[config.mk]
export PLATFORM = sky130hd
export DESIGN_NAME = hsd_front
export DESIGN_NICKNAME = d
export VERILOG_FILES = /design/src/rtl/core/assert_macros.svh /design/src/rtl/core/hsd_pkg.sv /design/src/rtl/core/hsd_front.sv
export SDC_FILE = /design/constraint.sdc
export NUM_CORES = 1
export LEC_CHECK = 0
export BUFFER_PORTS_ARGS = -buffer_cell sky130_fd_sc_hd__buf_2
export CORE_MARGIN = 5
export CORE_UTILIZATION = 48
export DETAILED_ROUTE_END_ITERATION = 10
export PLACE_DENSITY = 0.75
export SKIP_CTS_REPAIR_TIMING = 1
export SLEW_MARGIN = 10
export SYNTH_ARGS = -nofsm -noshare
export SYNTH_HDL_FRONTEND = slang
export SYNTH_SLANG_ARGS = --single-unit
export TNS_END_PERCENT = 20
[constraint.sdc]
create_clock -name clk_i -period 1.81 [get_ports clk_i]
set_clock_uncertainty 0.05 [all_clocks]
set_input_delay 0.543 -clock clk_i [delete_from_list [all_inputs] [get_ports clk_i]]
set_output_delay 0.543 -clock clk_i [all_outputs]
set_load 0.005 [all_outputs]
[src/rtl/core/assert_macros.svh]
// assert_macros.svh: assertion shorthands for the stream decoder.
// Uses clk_i and rst_ni of the module that includes it.
`ifndef ASSERT_MACROS_SVH
`define ASSERT_MACROS_SVH

// Property holds at every clock edge outside reset.
`define HSD_ASSERT_ALWAYS(lbl, expr) \
  lbl: assert property (@(posedge clk_i) disable iff (!rst_ni) (expr)) \
    else $error("hsd assertion failed");

// Consequent holds in the same cycle as the antecedent.
`define HSD_ASSERT_IMPLY(lbl, ante, cons) \
  lbl: assert property (@(posedge clk_i) disable iff (!rst_ni) (ante) |-> (cons)) \
    else $error("hsd assertion failed");

`endif

[src/rtl/core/hsd_pkg.sv]
// hsd_pkg: shared constants and types of the stream decoder.
// No dependencies.
package hsd_pkg;

  // Tree storage and input queue sizing
  localparam int unsigned NODE_SLOTS_DEF = 512;
  localparam int unsigned QUEUE_DEPTH    = 2;

  // Count field value 0 stands for this
  localparam logic [8:0] FULL_COUNT = 9'd256;

  // Parse phases
  localparam logic [3:0] PH_COUNT   = 4'd0;
  localparam logic [3:0] PH_SYM     = 4'd1;
  localparam logic [3:0] PH_LEN     = 4'd2;
  localparam logic [3:0] PH_CODE    = 4'd3;
  localparam logic [3:0] PH_SIZE    = 4'd4;
  localparam logic [3:0] PH_NAMELEN = 4'd5;
  localparam logic [3:0] PH_NAME    = 4'd6;
  localparam logic [3:0] PH_CONTENT = 4'd7;
  localparam logic [3:0] PH_IDLE    = 4'd8;

  // Result kinds
  localparam logic [1:0] KIND_NAME    = 2'd0;
  localparam logic [1:0] KIND_CONTENT = 2'd1;
  localparam logic [1:0] KIND_ERROR   = 2'd2;

  // One queued input beat
  typedef struct packed {
    logic       restart;
    logic [7:0] data_byte;
  } hsd_beat_t;

endpackage

[src/rtl/core/hsd_front.sv]
// hsd_front: input side, a short beat queue that decouples the byte source
// from the bit-serial back end. Depends on hsd_pkg.
module hsd_front import hsd_pkg::*; (
  input  logic      clk_i,
  input  logic      rst_ni,
  input  logic      in_valid_i,
  output logic      in_ready_o,
  input  hsd_beat_t in_beat_i,
  output logic      beat_valid_o,
  output hsd_beat_t beat_o,
  input  logic      beat_pop_i
);

  localparam int unsigned PW = (QUEUE_DEPTH > 1) ? $clog2(QUEUE_DEPTH) : 1;
  localparam int unsigned CW = $clog2(QUEUE_DEPTH + 1);

  hsd_beat_t         queue_q [QUEUE_DEPTH];
  logic [PW-1:0]     wptr_q, wptr_d, rptr_q, rptr_d;
  logic [CW-1:0]     cnt_q, cnt_d;
  logic              push, pop;

  assign in_ready_o   = (cnt_q != CW'(QUEUE_DEPTH));
  assign push         = in_valid_i && in_ready_o;
  assign pop          = beat_pop_i && beat_valid_o;
  assign beat_valid_o = (cnt_q != '0);
  assign beat_o       = queue_q[rptr_q];

  // Pointer and fill bookkeeping
  always_comb begin
    wptr_d = wptr_q;
    rptr_d = rptr_q;
    cnt_d  = cnt_q;
    if (push) begin
      wptr_d = (wptr_q == PW'(QUEUE_DEPTH - 1)) ? '0 : wptr_q + 1'b1;
    end
    if (pop) begin
      rptr_d = (rptr_q == PW'(QUEUE_DEPTH - 1)) ? '0 : rptr_q + 1'b1;
    end
    case ({push, pop})
      2'b10:   cnt_d = cnt_q + 1'b1;
      2'b01:   cnt_d = cnt_q - 1'b1;
      default: cnt_d = cnt_q;
    endcase
  end

  always_ff @(posedge clk_i or negedge rst_ni) begin
    if (!rst_ni) begin
      wptr_q <= '0;
      rptr_q <= '0;
      cnt_q  <= '0;
    end else begin
      wptr_q <= wptr_d;
      rptr_q <= rptr_d;
      cnt_q  <= cnt_d;
    end
  end

  // Beat storage
  always_ff @(posedge clk_i) begin
    if (push) begin
      queue_q[wptr_q] <= in_beat_i;
    end
  end

endmodule

==> metrics list <==
- The flow ran to the end, but the final reports show violations.
- Failing checks: negative setup slack
- Width of the die: just over 50 um
- P&R area growth vs syn: 28.1%
- The signal on the critical path passes through buf_4 -> mux2_2 -> buf_2.
* Final setup margin: -40.9 ps
* Number of enable flip-flop cells after synthesis: 18
- Antenna violations before repair: 0
* Maximum vdd ir drop: 0.000869 V
* Pwr/cell area: 1580 mW/mm^2
* Syn_nets: 59
- After clock tree synthesis, the clock-pin slew on the worst setup and hold paths is between 100 and 150 ps.
- Summed over all layers, the global routing overflow is 0.
- Fin. max-slew vios: 0
- Clock Tree Root: sky130_fd_sc_hd__clkbuf_4
- After synthesis the cells add up to between 800 and 900 sq um.
* Power share of the sequential group: 44.9%
- Critical path arrival: 1260 ps
* Category of the critical setup timing path: register to output pin
- At the later pin of the worst-skew pair, clock insertion delay measures 300 ps.
* Endpoint type of the worst setup path: output pin
- CTS Buf Count: 3
- Global-route wire length before repair: 2.04 mm
* Static leakage: 0.440 nW
- Slowest library cell on the worst path: sky130_fd_sc_hd__dfrtp_2
- In the routed design, unresolved DRC markers number 0.
- Switching component of the power: 0.437 mW
- Wires add up to 1.23 mm.
- Dpl ws: roughly 110 ps
- Leading cell types by count after synthesis: sky130_fd_sc_hd__edfxtp_1 (18), sky130_fd_sc_hd__mux2_2 (9), sky130_fd_sc_hd__dfrtp_1 (4)
* Htree depth: 1
- TritonCTS built the clock tree.
* Share of synthesized area occupied by flip-flops and latches: between 70% and 80%
* Cell type with the largest total area after synthesis: sky130_fd_sc_hd__edfxtp_1
- The min-delay analysis places its worst path in the category input pin to register.
* Largest net degree at the start of global routing: 14
- Dominant cells by area after synthesis: sky130_fd_sc_hd__edfxtp_1 (64%), sky130_fd_sc_hd__mux2_2 (12%), sky130_fd_sc_hd__dfrtp_1 (12%), sky130_fd_sc_hd__xnor2_1 (3.1%), sky130_fd_sc_hd__xor2_1 (2.1%)
* Critical Path Start Type: register
- The most used flip-flop cell after synthesis is sky130_fd_sc_hd__edfxtp_1.
- Most instantiated library cell after synthesis: sky130_fd_sc_hd__edfxtp_1
* Gate Count Post-Synth: 45
- For this run, the detailed router's first-pass iteration total came to 2.
- The detailed router finished its first iteration with 2 violations.
* Clock net sink count: 22
- Across the run, the number of max-cap violations was 0.
- Final core utilization: 63.9%
* Initial core utilization: 49.9%
* Number of global-route vias before repair: around 470
* Setup repair after global routing missed its margin: yes
* IO buf count: 23
- The final route contains 462 vias.
* Antenna fix cells: 0
- Setup violations remaining at the end of the flow were counted as 9.
* Core Box Area: around 0.0017 sq mm
* Buffers plus inverters on the worst setup path: 2
- At the worst endpoint, the required time is 1220 ps.
- The die covers 0.00269 sq mm.
- Of all nets on the critical path, the largest fanout is 5.
* Per-cell routed wire length: between 10 and 15 um
* DRT antenna net count: 0
- The synthesized design contains 22 register bits.
- Headroom to the max-slew limit came out at 70.9%.
- In the finished design, the share of the clock period the worst path needs comes to 102%.
- The die is 51.9 um tall.
- In this run the core area contains 15 standard-cell rows.
- Counting along the longest clock path gives a buffer depth of 2.
- Post-synthesis async set-or-reset flop share: 18.2%
- Global routing used 10.5% of the available tracks across all layers.
- Summed over all failing endpoints, the final setup total negative slack is -224 ps.
* Final Hold Vio Count: 0
- Net switching is 25.7% of the power.
* Per-cell via count in the routed design: 4.91
- The largest single stage delay on the critical path is 380 ps.
- Timing would allow up to 540 MHz.
- Comb pwr share: 33.9%
- Routability-driven placement finished with a final weighted congestion of 0.631.
- Ratio of cells with drive above 1 in the final layout: 55.8%
- Share of the synthesized area in the top cell type: between 60% and 70%
* Num ports: 24
- Worst Max-Slew Pin Slew: 437 ps
- The routed design could run at a clock period as short as 1850 ps.
* Warnings from Yosys: 0
* Internal power: 1.27 mW
* Layout Nets: 92
- Fraction of power consumed by the clock network: between 20% and 30%
- Category of cells accounting for the largest share of critical-path delay: flip-flops
- Dividing the synthesized area by the synthesized cell count gives 18.7 sq um.
- After legalization and detailed placement, the total HPWL measured 905 um.
- Unique cell type count in the Yosys netlist: 13
==> cell type report <==
cell class                      instances  area (sq um)
Fill cell                             130           611
Sequential cell                        22           642
Multi-Input combinational cell         22           196
Timing Repair Buffer                   29           166
Tap cell                               17          21.3
Clock inverter                          1          30.0
Clock buffer                            3          22.5
==> placed cells by master (no fill, tap or decap) <==
| cell type | Yosys | final |
|---|---|---|
| sky130_fd_sc_hd__dfrtp_2 | 0 | 1 |
| sky130_fd_sc_hd__edfxtp_1 | 18 | 18 |
| sky130_fd_sc_hd__mux2_2 | 9 | 9 |
| sky130_fd_sc_hd__bufinv_16 | 0 | 1 |
| sky130_fd_sc_hd__and3_1 | 1 | 1 |
| sky130_fd_sc_hd__ha_1 | 1 | 1 |
| sky130_fd_sc_hd__xnor2_1 | 3 | 3 |
| sky130_fd_sc_hd__and2_4 | 1 | 1 |
| sky130_fd_sc_hd__dlygate4sd3_1 | 0 | 1 |
| sky130_fd_sc_hd__nand2_1 | 1 | 1 |
| sky130_fd_sc_hd__nor2_1 | 2 | 2 |
| sky130_fd_sc_hd__buf_4 | 0 | 4 |
| sky130_fd_sc_hd__or2_1 | 1 | 1 |
| sky130_fd_sc_hd__buf_2 | 1 | 23 |
| sky130_fd_sc_hd__xor2_1 | 2 | 2 |
| sky130_fd_sc_hd__dfrtp_1 | 4 | 3 |
| sky130_fd_sc_hd__buf_6 | 0 | 1 |
| sky130_fd_sc_hd__clkbuf_4 | 0 | 3 |
| sky130_fd_sc_hd__nand2b_1 | 1 | 1 |
==> logic make-up after synthesis <==
kind of cell | synth area share, %
buffers and inverters | 0.594
muxes | 12.0
xor gates and xnor gates | 5.20
adders and majority gates | 1.49
DFF | 76.1
and+or+nand+nor | 4.61
==> through the flow <==
step | instances | area (sq um) | total power, mW | hold WS (ps)
floorplan | 45 | 842 | 1.11 | 197
global placement | 86 | 988 | 1.29 | 306
detailed placement | 86 | 988 | 1.30 | 311
CTS | 90 | 1040 | 1.66 | -26.2
global route | 94 | 1080 | 1.82 | 353
finish | 94 | 1080 | 1.70 | 376
==> power by group through the flow <==
stage	registers (mW)	logic [mW]	clock network, mW
after floorplan	0.757	0.351	0
after global placement	0.809	0.485	0
after detailed placement	0.814	0.489	0
after CTS	0.802	0.494	0.369
after global routing	0.781	0.648	0.394
final	0.765	0.578	0.359
==> per-layer routing <==
| layer | part of all wire, % | vias to the layer above | GRT usage (%) |
|---|---|---|---|
| met5 | 0 | - | 0 |
| met4 | 1.1 | 0 | 3.93 |
| met2 | 48 | 14 | 17.4 |
| li1 | - | 230 | - |
| met1 | 44 | 216 | 12.7 |
| met3 | 7.2 | 2 | 3.15 |
==> sequential cells by signal (all words and copies together), names as in the netlist <==
register  cells
cnt_q         2
queue_q      18
rptr_q        1
wptr_q        1
==> worst paths after layout <==
| path | start | endpoint | slack (ps) | cells after the start |
|---|---|---|---|---|
| setup / recovery | rptr_q$_DFFE_PN0P_ | beat_o[6] | -40 | 3 |
| max in group asynchronous | rst_ni | rptr_q$_DFFE_PN0P_ | 1060 | 2 |
| hold / removal | in_beat_i[5] | queue_q[1][5]$_DFFE_PP_ | 380 | 1 |
| min in group asynchronous | rst_ni | wptr_q$_DFFE_PN0N_ | 500 | 2 |
| setup reg to reg | cnt_q[0]$_DFFE_PN0P_ | cnt_q[1]$_DFFE_PN0P_ | 230 | 5 |
| hold reg to reg | cnt_q[1]$_DFFE_PN0P_ | cnt_q[1]$_DFFE_PN0P_ | 450 | 1 |
Note: power is estimated with default switching activity, not from simulation.
